--- src/pv4tc_pkg.sv ---
// ----------------------------------------------------------------------------
// pv4tc_pkg
// Shared types and constants for the private IPv4 text checker.
// ----------------------------------------------------------------------------
package pv4tc_pkg;

  // character codes
  localparam logic [7:0] CHAR_ZERO = 8'h30;
  localparam logic [7:0] CHAR_NINE = 8'h39;
  localparam logic [7:0] CHAR_DOT  = 8'h2E;

  // part bookkeeping
  localparam logic [1:0]  MAX_DIGITS = 2'd3;
  localparam logic [1:0]  LAST_PART  = 2'd3;
  localparam logic [11:0] OCTET_MAX  = 12'd255;

  // private range constants
  localparam logic [7:0] NET_TEN       = 8'd10;
  localparam logic [7:0] NET_172       = 8'd172;
  localparam logic [7:0] NET_172_LOW   = 8'd16;
  localparam logic [7:0] NET_172_HIGH  = 8'd31;
  localparam logic [7:0] NET_192       = 8'd192;
  localparam logic [7:0] NET_192_SUB   = 8'd168;

  // one input item
  typedef struct packed {
    logic [7:0] char_code;
    logic       end_marker;
  } item_t;

  // one result item
  typedef struct packed {
    logic is_private;
    logic well_formed;
  } result_t;

endpackage

--- src/pv4tc_in_reg.sv ---
// ----------------------------------------------------------------------------
// pv4tc_in_reg
// Input register: holds one accepted transfer until the parser consumes it.
// ----------------------------------------------------------------------------
module pv4tc_in_reg (
  input  logic            clk,
  input  logic            rst,
  input  logic            in_valid,
  output logic            in_ready,
  input  pv4tc_pkg::item_t in_item,
  output logic            item_valid,
  output pv4tc_pkg::item_t item,
  input  logic            item_take
);
  import pv4tc_pkg::*;

  // free when empty or emptied this cycle
  assign in_ready = !item_valid || item_take;

  // occupancy flag
  always_ff @(posedge clk) begin
    if (rst) begin
      item_valid <= 1'b0;
    end else if (in_ready) begin
      item_valid <= in_valid;
    end
  end

  // payload
  always_ff @(posedge clk) begin
    if (in_ready && in_valid) begin
      item <= in_item;
    end
  end

endmodule

--- src/pv4tc_parser.sv ---
// ----------------------------------------------------------------------------
// pv4tc_parser
// Per-character parse state and end-of-text verdict, one item per cycle; an end marker waits for a free result slot.
// ----------------------------------------------------------------------------
module pv4tc_parser (
  input  logic               clk,
  input  logic               rst,
  input  logic               item_valid,
  input  pv4tc_pkg::item_t   item,
  output logic               item_take,
  input  logic               res_ready,
  output logic               res_valid,
  output pv4tc_pkg::result_t res
);
  import pv4tc_pkg::*;

  logic [1:0] part_index, part_index_next;
  logic [7:0] part_value, part_value_next;
  logic [1:0] digit_count, digit_count_next;
  logic       leading_zero, leading_zero_next;
  logic       failed, failed_next;
  logic [7:0] first_octet, first_octet_next;
  logic [7:0] second_octet, second_octet_next;

  logic        is_digit;
  logic        is_dot;
  logic [3:0]  digit;
  logic [11:0] value_ten;
  logic        ok;
  logic        priv;

  // characters always go through, the end marker waits for the result slot
  assign item_take = item_valid && (!item.end_marker || res_ready);
  assign res_valid = item_valid && item.end_marker && res_ready;

  // character classes
  assign is_digit = (item.char_code >= CHAR_ZERO) && (item.char_code <= CHAR_NINE);
  assign is_dot   = (item.char_code == CHAR_DOT);
  assign digit    = 4'(item.char_code - CHAR_ZERO);

  // part value times ten plus digit, by shift and add
  assign value_ten = {1'b0, part_value, 3'b000} + {3'b000, part_value, 1'b0}
                   + {8'h00, digit};

  // verdict on the end marker
  always_comb begin
    ok = !failed && (part_index == LAST_PART) && (digit_count != 2'd0);
    priv = 1'b0;
    if (ok) begin
      if (first_octet == NET_TEN) begin
        priv = 1'b1;
      end else if (first_octet == NET_172 && second_octet >= NET_172_LOW &&
                   second_octet <= NET_172_HIGH) begin
        priv = 1'b1;
      end else if (first_octet == NET_192 && second_octet == NET_192_SUB) begin
        priv = 1'b1;
      end
    end
    res.well_formed = ok;
    res.is_private  = priv;
  end

  // next state for one character or the end marker
  always_comb begin
    part_index_next   = part_index;
    part_value_next   = part_value;
    digit_count_next  = digit_count;
    leading_zero_next = leading_zero;
    failed_next       = failed;
    first_octet_next  = first_octet;
    second_octet_next = second_octet;
    if (item.end_marker) begin
      part_index_next   = 2'd0;
      part_value_next   = 8'd0;
      digit_count_next  = 2'd0;
      leading_zero_next = 1'b0;
      failed_next       = 1'b0;
      first_octet_next  = 8'd0;
      second_octet_next = 8'd0;
    end else if (!failed) begin
      if (is_digit) begin
        if (digit_count >= MAX_DIGITS || leading_zero || value_ten > OCTET_MAX) begin
          failed_next = 1'b1;
        end else begin
          if (digit_count == 2'd0 && digit == 4'd0) begin
            leading_zero_next = 1'b1;
          end
          part_value_next  = value_ten[7:0];
          digit_count_next = digit_count + 2'd1;
        end
      end else if (is_dot) begin
        if (digit_count == 2'd0 || part_index >= LAST_PART) begin
          failed_next = 1'b1;
        end else begin
          if (part_index == 2'd0) begin
            first_octet_next = part_value;
          end else if (part_index == 2'd1) begin
            second_octet_next = part_value;
          end
          part_index_next   = part_index + 2'd1;
          part_value_next   = 8'd0;
          digit_count_next  = 2'd0;
          leading_zero_next = 1'b0;
        end
      end else begin
        failed_next = 1'b1;
      end
    end
  end

  // parse state registers
  always_ff @(posedge clk) begin
    if (rst) begin
      part_index   <= 2'd0;
      part_value   <= 8'd0;
      digit_count  <= 2'd0;
      leading_zero <= 1'b0;
      failed       <= 1'b0;
      first_octet  <= 8'd0;
      second_octet <= 8'd0;
    end else if (item_take) begin
      part_index   <= part_index_next;
      part_value   <= part_value_next;
      digit_count  <= digit_count_next;
      leading_zero <= leading_zero_next;
      failed       <= failed_next;
      first_octet  <= first_octet_next;
      second_octet <= second_octet_next;
    end
  end

endmodule

--- src/pv4tc_out_reg.sv ---
// ----------------------------------------------------------------------------
// pv4tc_out_reg
// Result register: holds one verdict until the receiver takes the transfer.
// ----------------------------------------------------------------------------
module pv4tc_out_reg (
  input  logic               clk,
  input  logic               rst,
  input  logic               res_valid,
  output logic               res_ready,
  input  pv4tc_pkg::result_t res,
  output logic               out_valid,
  input  logic               out_ready,
  output pv4tc_pkg::result_t out_res
);
  import pv4tc_pkg::*;

  // free when empty or drained this cycle
  assign res_ready = !out_valid || out_ready;

  // occupancy flag
  always_ff @(posedge clk) begin
    if (rst) begin
      out_valid <= 1'b0;
    end else if (res_ready) begin
      out_valid <= res_valid;
    end
  end

  // payload
  always_ff @(posedge clk) begin
    if (res_ready && res_valid) begin
      out_res <= res;
    end
  end

endmodule

--- src/private_ipv4_text_checker_top.sv ---
// ----------------------------------------------------------------------------
// private_ipv4_text_checker_top
// Checks dotted-decimal IPv4 text and flags RFC 1918 private addresses.
// ----------------------------------------------------------------------------
// Usage
//   s_axis carries one character per transfer in tdata; tuser set marks the
//   end of the text and its tdata is ignored. m_axis carries one verdict per
//   end marker: tdata[0] well formed, tdata[1] private (0 if not well formed).
//   Throughput: one input transfer per cycle, sustained unless an end
//   marker meets a full result register. Characters are consumed from
//   the input register in the cycle after acceptance; the parse state is
//   a handful of flip-flops updated by a multiply-by-ten shift-add and a
//   compare against 255. After the end marker is accepted, the verdict
//   reaches m_axis through the input register, then the result register.
//   When the receiver stalls, the verdict waits in the result register and
//   characters keep flowing; an end marker that meets a full result
//   register waits in the input register, which then holds off s_axis.
//   Reset (rst, synchronous) empties both registers and clears the parse
//   state, so the next character starts a new address.
// ----------------------------------------------------------------------------
module private_ipv4_text_checker_top (
  input  logic       clk,
  input  logic       rst,
  input  logic       s_axis_tvalid,
  output logic       s_axis_tready,
  input  logic [7:0] s_axis_tdata,  // [7:0] char_code
  input  logic       s_axis_tuser,  // [0] end_marker
  output logic       m_axis_tvalid,
  input  logic       m_axis_tready,
  output logic [7:0] m_axis_tdata   // [0] well_formed, [1] is_private, rest zero
);
  import pv4tc_pkg::*;

  item_t   in_item;
  item_t   item;
  logic    item_valid;
  logic    item_take;
  logic    res_valid;
  logic    res_ready;
  result_t res;
  result_t out_res;

  // pack the input transfer
  assign in_item.char_code  = s_axis_tdata;
  assign in_item.end_marker = s_axis_tuser;

  // input register
  pv4tc_in_reg u_in_reg (
    .clk        (clk),
    .rst        (rst),
    .in_valid   (s_axis_tvalid),
    .in_ready   (s_axis_tready),
    .in_item    (in_item),
    .item_valid (item_valid),
    .item       (item),
    .item_take  (item_take)
  );

  // parse state and verdict
  pv4tc_parser u_parser (
    .clk        (clk),
    .rst        (rst),
    .item_valid (item_valid),
    .item       (item),
    .item_take  (item_take),
    .res_ready  (res_ready),
    .res_valid  (res_valid),
    .res        (res)
  );

  // result register
  pv4tc_out_reg u_out_reg (
    .clk       (clk),
    .rst       (rst),
    .res_valid (res_valid),
    .res_ready (res_ready),
    .res       (res),
    .out_valid (m_axis_tvalid),
    .out_ready (m_axis_tready),
    .out_res   (out_res)
  );

  // unpack the output transfer
  assign m_axis_tdata = {6'b000000, out_res.is_private, out_res.well_formed};

endmodule
--- config.mk ---
export PLATFORM = sky130hd
export DESIGN_NAME = private_ipv4_text_checker_top
export DESIGN_NICKNAME = d
export VERILOG_FILES = /design/src/pv4tc_pkg.sv /design/src/pv4tc_in_reg.sv /design/src/pv4tc_parser.sv /design/src/pv4tc_out_reg.sv /design/src/private_ipv4_text_checker_top.sv
export SDC_FILE = /design/constraint.sdc
export NUM_CORES = 1
export LEC_CHECK = 0
export ABC_AREA = 1
export BUFFER_PORTS_ARGS = -buffer_cell sky130_fd_sc_hd__buf_2
export CORE_MARGIN = 8
export CORE_UTILIZATION = 54
export DETAILED_ROUTE_END_ITERATION = 8
export PLACE_DENSITY = 0.76
export SLEW_MARGIN = 15
export SYNTH_ARGS = -nofsm -noshare
export SYNTH_HDL_FRONTEND = slang
export SYNTH_SLANG_ARGS = --single-unit
--- constraint.sdc ---
create_clock -name clk -period 2.3 [get_ports clk]
set_input_delay 0.115 -clock clk [delete_from_list [all_inputs] [get_ports clk]]
set_output_delay 0.115 -clock clk [all_outputs]
set_load 0.05 [all_outputs]
# After elaboration in Yosys (flattened, before gate mapping)
# Cells that the tools add are included.
# word_totals
ff_bits	43
inputBits	13
output_inout_bits	10
word_cells	120
# op_classes
addsub	5
magnitude_cmp	7
n_eq_ne	14
muxes	46
n_reduce_logical	35
# ops
cell	n
2-to-1 mux 8 bit	19
equality test 8 bit (second input constant)	3
2-to-1 mux 2 bit	11
2-to-1 mux 1 bit	16
adder 11 x 9 -> 12 bit	1
adder 12 x 4 -> 12 bit	1
greater-than comparator 12 x 8 -> 1 bit (second input constant)	1
logical AND 1 bit	12
AND reduction 6 bit	2
AND reduction 5 bit	2
equality test 8 x 4 -> 1 bit (second input constant)	1
equality test 8 x 6 -> 1 bit (second input constant)	1
>= comparator 8 x 5 -> 1 bit (second input constant)	1
>= comparator 8 x 6 -> 1 bit (second input constant)	1
<= comparator 8 x 5 -> 1 bit (second input constant)	1
<= comparator 8 x 6 -> 1 bit (second input constant)	1
inequality test 2 bit (second input constant)	4
nonzero test 2 bit	4
AND reduction 7 bit	1
logical OR 1 bit	6
inequality test 3 bit (second input constant)	2
adder 2 x 1 -> 2 bit (second input constant)	2
>= comparator 2 bit (second input constant)	2
logical NOT 1 bit	4
7 further kinds	8

# Depth between registers and ports, before layout
# Gate-level depths: netlist of the first run.
# logic_depth
depth_word	8
mapped_depth	17
mapped_depth_nobuf	17

# Hierarchy
# From an unflattened synthesis of the first run, not the netlist that was laid out.
# unflattened
hier_cells	368
area_unflattened_um2	2672.6
# by_module_without_submodules
module	instances	cells_each	area_each_um2	seq_area_each_um2
pv4tc_parser	1	338	2198.4	600.6
pv4tc_in_reg	1	15	317.8	290.3
pv4tc_out_reg	1	8	107.6	80.1
private_ipv4_text_checker_top	1	7	48.8	0.0

# Worst setup path after synthesis of the first run
# OpenSTA, ideal clock, no wires.
# synth_path
path_kind	flip-flop to flip-flop
from	register, netlist name u_in_reg.item[4]
to	register u_parser.part_value[4]
t_arrival_ps	2325
slack_ps	-140
stages_incl_launch_ff	15
n_path_buf	1
synth_period_minus_slack_ps	2440
cell_sequence	edfxtp_1 -> inv_1 -> fa_1 -> fa_1 -> inv_1 -> nand2_1 -> nand2_1 -> nand3_1 -> nand3_1 -> nand2_1 -> nor2_1 -> nand3_2 -> buf_6 -> a21oi_1 -> nor2_1
# synth_between
elab_chain_len	6
word_cells_on_any_way	16
classes_between	2 x add/sub; 3 x order compare; 3 x eq/ne; 4 x mux; 4 x reduce/logical
# synth_lines
item	line	text
subtractor 4 x 1 -> 4 bit	pv4tc_parser.sv:39	assign digit = 4'(item.char_code - CHAR_ZERO);
adder 12 x 4 -> 12 bit	pv4tc_parser.sv:43	+ {8'h00, digit};
greater-than comparator 12 x 8 -> 1 bit or 2-to-1 mux 8 bit (tied branches)	pv4tc_parser.sv:82	if (digit_count >= MAX_DIGITS || leading_zero || value_ten > OCTET_MAX) begin
logical OR 1 bit or 2-to-1 mux 8 bit (tied branches)	pv4tc_parser.sv:82, pv4tc_parser.sv:81	
inequality test 3 bit (no source line) or 2-to-1 mux 8 bit (tied branches)	n/a	
AND reduction 5 bit (no source line) or 2-to-1 mux 8 bit (tied branches)	n/a	
end signal, assigned	pv4tc_parser.sv:123	part_value <= part_value_next;
end, declared	pv4tc_parser.sv:18	logic [7:0] part_value, part_value_next;
# Several ways; a longest one is shown, not always the timed one. The select of a mux whose other input is x is not followed.
# A chain may end at the register's enable or synchronous reset.

# Worst setup path after layout of the first run
# layout_path
from	register, netlist name u_in_reg.item[4]
to	register u_parser.part_value[0]
# layout_between
elab_chain_len	6
word_cells_on_any_way	15
classes_between	2 x add/sub; 3 x order compare; 3 x eq/ne; 3 x mux; 4 x reduce/logical
# layout_lines
item	line
subtractor 4 x 1 -> 4 bit	pv4tc_parser.sv:39
adder 12 x 4 -> 12 bit	pv4tc_parser.sv:43
greater-than comparator 12 x 8 -> 1 bit	pv4tc_parser.sv:82
logical OR 1 bit	pv4tc_parser.sv:82
inequality test 3 bit (no source line)	n/a
AND reduction 5 bit (no source line)	n/a
# Several ways; a longest one is shown, not always the timed one. The select of a mux whose other input is x is not followed.

==> metrics.md, run 1 <==
| Metric | Value |
|---|---|
| Initial Utilization | 0.557 |
| Worst-case headroom to the max-slew limit | 0.569 |
| Worst min-delay path class | input pin to register |
| Horiz. Die Dim | about 86 um |
| Congestion Overflow GR | 0 |
| Number of warnings printed during yosys synthesis | 0 |
| Total die area | approximately 0.0073 sq mm |
| Maximum clock skew at final layout | 0.00802 ns |
| Number of clock sinks seen by CTS | 43 |
| Total of endpoints with negative setup slack in the final report | 12 |
| Number of synthesized flops with an enable pin | 11 |
| Main synth FF type | dfxtp_1 |
| Estimated wirelength of the detail-placed design | approximately 4300 um |
| GRT Overall Usage | 0.167 |
| Cell count after synthesis | between 300 and 400 |
| Power after layout | approximately 1.8 mW |
| Number of design-rule violations left by the first detailed-router iteration | ~120 |
| Total count of max-transition violations in the final report | 0 |
| CTS buffer count | 5 |
| Antenna viol nets, final | 0 |
| Total count of hold-check failures in the final report | 0 |
| Sequential group share of total power | 0.477 |
| Fraction of power spent switching nets | 0.315 |
| Netlist area before placement | roughly 0.0026 sq mm |
| Leakage power | between 1.5 and 2 nW |
| Worst reg2reg path startpoint | u_in_reg.item[4] |
| Comb power frac | 0.239 |
| Tcrit/Tclk final | 1.08 |
| Number of max-capacitance violations reported | 0 |
| Synthesis-stage register bit count | 43 |
| Layout Cell Area excl Fill | 0.00322 sq mm |
| Sequential cell area fraction in the yosys report | 0.372 |
| Number of instances on the worst hold path | 3 |
| Minimum period implied by the final worst setup slack | between 2 and 2.5 ns |
| Largest vdd supply drop | ~0.48 mV |
| Setup repair after global routing missed its margin | true |
| # fillers | 340 |
| H-tree lvl count | 2 |
| Iteration count of the initial detailed-routing pass | 4 |
| HP Start | s_axis_tvalid |
| WL per Instance | roughly 14 um |
| Total power per unit cell area | ~540 mW/mm^2 |
| Portion of synthesized cell area occupied by the leading cell type | 0.245 |
| Maximum count of clock buffers along a single path | 2 |
| Violations in the final reports | setup timing |
| Class of the most critical setup path | register to register |
| Remaining routing DRC violations | 0 |
| Count of vias placed by the detailed router | roughly 2400 |
| Internal power contribution | between 1 and 1.5 mW |
| Vertical extent of the die | roughly 86 um |
| Root Buffer | clkbuf_8 |
| Worst-margin pin slew | 0.644 ns |
| Cell taking the most area after synthesis | dfxtp_1 |
| Skew-Pair Late Insertion Delay | ~0.3 ns |
| Cell Area, Placed | around 0.0029 sq mm |
| Area contributors post-synth | dfxtp_1 25%, edfxtp_1 13%, nand2_1 11% |
| Depth of the most critical reg-to-reg path | 14 |
| Max Clock Freq | between 400 and 500 MHz |
| Vias in the first global route | between 2000 and 2500 |
| Largest net degree at the start of global routing | 18 |
| TritonCTS clock tree | built |
| Status | finished with violations |
| Top-level port count | 23 |
| Layout net count | between 400 and 500 |
| Synth Area per Inst | about 7.4 sq um |
| CP Max Fanout | 4 |
| Reg2reg setup slack | -0.18 ns |
| Routed wire length | around 6200 um |
| Detailed-route vias per instance | slightly above 5 |
| Part of the power in the clock network | 0.283 |
| Type of element capturing the critical path | register |
| Kind of start point of the critical path | register |
| Count of port buffers added during placement | 16 |
| Global-route wire length before repair | around 10000 um |
| Top cells by count, synth | 78 x nand2_1, 57 x inv_1, 43 x nor2_1 |
| Fraction of layout cells with a size suffix above 1 | 0.257 |
| Worst path setup slack after routing | -0.184 ns |
| Final core utilization | 0.686 |
| Critical path data required time | roughly 2.5 ns |
| Diode insertion count for antenna repair | 0 |
| Antenna violations before repair | 0 |
| Placeable Area | between 0.004 and 0.005 sq mm |
| Signal arrival time at the worst endpoint | ~2.7 ns |
| Most instantiated library cell after synthesis | nand2_1 |
| Startpoint of the worst setup timing path | u_in_reg.item[4] |
| Number of different library cells in the post-synthesis netlist | 37 |
| Clock transition time at the flip-flop clock pins of the worst setup and hold paths | roughly 0.080 ns |
| Switching power | around 550 uW |
| Dpl ws | -0.238 ns |
| Area added between synthesis and finish | 23.3% |
| Row count | 25 |
| Final weighted congestion in routability-driven placement | between 0.9 and 1 |
| Share of flip-flops with an asynchronous set or reset after synthesis | 0 |
## per-layer routing
layer  vias to the layer above  GRT usage  part of all wire
met3                        11     0.0353             0.060
met2                        69      0.298              0.50
met5                         -          0                 0
met1                      1073      0.193              0.42
li1                       1212          -                 -
met4                         0     0.0510             0.017
## placed cells by master (no fill, tap or decap), drive strengths merged
cell,instances
or2,4
nand3,19
xnor2,1
dlygate4sd3,9
a31oi,1
nand3b,1
clkbuf,5
a21oi,29
nand4,5
o21ai,15
fa,2
xor2,2
clkinv,1
nor4,2
nor2,44
and2,1
o31ai,1
ha,20
nor3,6
o22ai,1
buf,39
edfxtp,11
conb,6
o21bai,1
a211oi,1
dfxtp,32
inv,62
nand2,83
## sequential cells by signal, summed over array words and instances (netlist names)
signal	count
u_parser.part_value	8
u_parser.second_octet	8
u_parser.digit_count	2
u_out_reg.out_res	2
u_parser.first_octet	8
u_parser.part_index	2
u_parser.leading_zero	1
u_in_reg.item	9
u_parser.failed	1
u_out_reg.out_valid	1
u_in_reg.item_valid	1
## power by group through the flow
stage / sequential, mW / clock [mW] / combinational (mW)
2_1_floorplan: 0.853 / 0 / 0.242
4_1_cts: 0.834 / 0.502 / 0.372
6_report: 0.837 / 0.497 / 0.420
3_3_place_gp: 0.850 / 0 / 0.343
5_1_grt: 0.841 / 0.535 / 0.460
3_5_place_dp: 0.852 / 0 / 0.347
## area by class of cell
class	instances	area, sq um	area share
clock buffer	5	68.8	0.0214
clock inverter	3	21.3	0.00660
inverter	60	230	0.0715
multi-input combinational	245	1510	0.469
sequential	43	971	0.301
tap	54	67.6	0.0210
timing repair buffer	48	350	0.109
## kinds of logic after synthesis
group,Yosys count,synth area share
xor gates and xnor gates,3,0.0101
other,1,0.00144
buffers and inverters,72,0.123
and+or+nand+nor,165,0.281
AOI/OAI and AO/OA,49,0.102
DFF,43,0.372
adders and majority gates,22,0.111
## stage by stage
stage | cells | TNS [ns] | hold slack [ns]
after floorplan | 360 | 0 | 0.184
after global placement | 440 | -1.07 | 0.292
after detailed placement | 440 | -2.04 | 0.294
after CTS | 458 | -1.02 | 0.0780
after global routing | 458 | -3.14 | 0.107
final | 458 | -1.55 | 0.0980
## critical path, cell delays in order, from the launching register on
cell and delay (ns):
edfxtp_1 0.37, inv_2 0.05, fa_1 0.52, fa_2 0.40
inv_2 0.06, nand2_2 0.04, nand2_2 0.09, nand3_2 0.10
nand3_2 0.09, nand2_2 0.07, nor2_4 0.14, nand3_4 0.11
buf_6 0.16, o21ai_4 0.13, nor2_1 0.06
## worst paths after layout
| kind | endpoint |
|---|---|
| worst max-delay path | u_parser.part_value[0] |
| worst min-delay path | u_in_reg.item_valid |
| worst max register to register | u_parser.part_value[0] |
| worst min register to register | u_parser.leading_zero |
## repair_timing
| item | CTS | global route |
|---|---|---|
| pin swaps | 9 | 18 |
| endpoints found under the hold margin | 9 | 0 |
| setup buffers | 1 | 0 |
| hold buffers | 9 | 0 |
| gates resized for setup | 15 | 31 |
| setup endpoints to repair | 12 | 12 |
Power figures use the tool's default switching activity.
==> run 2, diff against run 1 <==
GPL_TIMING_DRIVEN = 0   (was not set)
==> metrics.md, run 2 (same netlist as run 1, synthesis figures left out) <==
| Metric | Value |
|---|---|
| Iteration count of the initial detailed-routing pass | 4 (unchanged) |
| Number of max-capacitance violations reported | 0 (unchanged) |
| Metal1 wirelength | 2470 um (was 2590 um) |
| Routed wire length | 5530 um (was 6190 um) |
| Total count of max-transition violations in the final report | 0 (unchanged) |
| Diode insertion count for antenna repair | 0 (unchanged) |
| Tcrit/Tclk final | 1.09 (was 1.08) |
| Kind of start point of the critical path | register (unchanged) |
| Setup repair after global routing missed its margin | true (unchanged) |
| Vias in the first global route | 2222 (was 2275) |
| Minimum period implied by the final worst setup slack | 2.51 ns (was 2.48 ns) |
| Worst min-delay path class | input pin to register (unchanged) |
| Status | finished with violations (unchanged) |
| CP Max Fanout | 5 (was 4) |
| H-tree lvl count | 2 (unchanged) |
| CTS buffer count | 5 (unchanged) |
| Post-Route Setup TNS | -2.04 ns (was -1.55 ns) |
| Worst hold slack after final layout | 0.0891 ns (was 0.0980 ns) |
| Estimated wirelength of the detail-placed design | 4170 um (was 4250 um) |
| Max Clock Freq | 398 MHz (was 403 MHz) |
| Skew-Pair Late Insertion Delay | 0.30 ns (about the same) |
| Horiz. Die Dim | 85.6 um (unchanged) |
| Total power per unit cell area | 540 mW/mm^2 (was 544 mW/mm^2) |
| Register containing the most flip-flops in the final layout | u_in_reg.item (unchanged) |
| Largest vdd supply drop | 0.337 mV (was 0.484 mV) |
| Initial Utilization | 0.557 (unchanged) |
| Largest net degree at the start of global routing | 16 (was 18) |
| Detailed-route vias per instance | 4.99 (was 5.16) |
| Antenna violations before repair | 0 (unchanged) |
| Fraction of layout cells with a size suffix above 1 | 0.209 (was 0.257) |
| Clock transition time at the flip-flop clock pins of the worst setup and hold paths | 0.08 ns (about the same) |
| Area added between synthesis and finish | 19.0% (was 23.3%) |
| Sequential cell area in the final layout | 973 sq um (was 971 sq um) |
| Critical path data required time | 2.49 ns (about the same) |
| Number of placed instances, taps included | 430 (was 440) |
| Maximum clock skew at final layout | 0.0122 ns (was 0.00802 ns) |
| WL per Instance | 12.1 um (was 13.5 um) |
| Max FFs per register | 9 (unchanged) |
| Layout net count | 435 (was 438) |
| Signal arrival time at the worst endpoint | 2.70 ns (was 2.67 ns) |
| Worst-margin pin slew | 0.638 ns (was 0.644 ns) |
| Row count | 25 (unchanged) |
| Count of port buffers added during placement | 16 (unchanged) |
| Total count of hold-check failures in the final report | 0 (unchanged) |
| Final weighted congestion in routability-driven placement | 0.909 (was 0.906) |
| Power after layout | 1.68 mW (was 1.75 mW) |
| Post-layout instance count excluding filler cells | 455 (was 458) |
| Top-level port count | 23 (unchanged) |
| Most common library cell in the layout ignoring fill and taps | nand2_1 (unchanged) |
| Number of clock sinks seen by CTS | 43 (unchanged) |
| Worst-case headroom to the max-slew limit | 0.573 (was 0.569) |
| Congestion Overflow GR | 0 (unchanged) |
| Most frequent cells in the layout | 72 x nand2_1, 53 x inv_1, 41 x nor2_1, 30 x dfxtp_1, 25 x a21oi_1 (was 65 x nand2_1, 53 x inv_1, 39 x nor2_1, 32 x dfxtp_1, 25 x a21oi_1) |
| Remaining routing DRC violations | 0 (unchanged) |
| Routed met2 length | 2780 um (was 3120 um) |
| Count of vias placed by the detailed router | 2271 (was 2365) |
| Type of element capturing the critical path | register (unchanged) |
| Vertical extent of the die | 85.6 um (unchanged) |
| TritonCTS clock tree | built (unchanged) |
| Global-route wire length before repair | 9340 um (was 10000 um) |
| GRT Overall Usage | 0.155 (was 0.167) |
| Area occupied by multi-input gates | 0.00142 sq mm (was 0.00151 sq mm) |
| Number of design-rule violations left by the first detailed-router iteration | 129 (was 118) |
| Class of the most critical setup path | register to register (unchanged) |
| Violations in the final reports | setup timing (unchanged) |
| Leakage power | 1.46 nW (was 1.51 nW) |
| Detailed-routed wire length on met3 | 193 um (was 372 um) |
| Worst path setup slack after routing | -0.211 ns (was -0.184 ns) |
| Total die area | 0.00732 sq mm (unchanged) |
| Placeable Area | 0.00469 sq mm (unchanged) |
| Root Buffer | clkbuf_8 (unchanged) |
| Antenna viol nets, final | 0 (unchanged) |
| # fillers | 388 (was 340) |
| Total of endpoints with negative setup slack in the final report | 12 (unchanged) |
| Maximum count of clock buffers along a single path | 2 (unchanged) |
| Top Layer Used | met4 (unchanged) |
[run 2: metal layers]
metal  vias up  GRT usage
met3         9     0.0420
met5         -          0
met4         0     0.0621
met2        40      0.274
met1      1018      0.173
li1       1204          -
[run 2: worst max-delay path, stage by stage (launching register included)]
cell	delay, ns
dfxtp_2	0.35
inv_2	0.05
fa_1	0.57
inv_1	0.05
ha_1	0.28
nand2_1	0.07
nand2_2	0.08
nand3_2	0.10
nand2_1	0.08
nand2_1	0.09
nand2_1	0.07
nor2_2	0.13
nand3_2	0.14
buf_6	0.18
o21ai_1	0.11
nor2_1	0.05
[run 2: what timing repair did]
action / CTS / global route
buffers inserted: 3 / 3
gates cloned: 1 / 0
hold buffers: 10 / 0
resized for setup: 20 / 8
endpoints found under the hold margin: 10 / 0
pin swaps: 9 / 4
endpoints found under the setup margin: 12 / 12
[run 2: power breakdown]
group / switching, mW / internal (mW)
combinational: 0.217 / 0.143
clock: 0.261 / 0.219
sequential: 0.0282 / 0.811
total: 0.507 / 1.17
[run 2: cell type report]
| class | count | share of cell area |
|---|---|---|
| plain buffers | 12 | 0.0294 |
| repair buffers | 33 | 0.0761 |
| flip-flops and latches | 43 | 0.313 |
| clock buffers | 5 | 0.0221 |
| inverters | 60 | 0.0741 |
| clock inverters | 3 | 0.00684 |
| multi-input cells | 245 | 0.457 |
| well taps | 54 | 0.0217 |
[run 2: per-stage QoR]
| stage | setup slack (ns) | utilization | instance area [sq um] |
|---|---|---|---|
| CTS | -0.153 | 0.651 | 3050 |
| global route | -0.295 | 0.662 | 3110 |
| global placement | -0.224 | 0.593 | 2780 |
| finish | -0.211 | 0.662 | 3110 |
| detailed placement | -0.295 | 0.593 | 2780 |
| floorplan | 0.00501 | - | 2640 |
[run 2: final timing paths]
kind,startpoint,endpoint,slack (ns),cells after the start
max reg2reg,u_parser.part_value[0],u_parser.part_value[0],-0.21,15
min,s_axis_tvalid,u_in_reg.item_valid,0.09,3
min reg2reg,u_parser.leading_zero,u_parser.leading_zero,0.45,2
max,u_parser.part_value[0],u_parser.part_value[0],-0.21,15
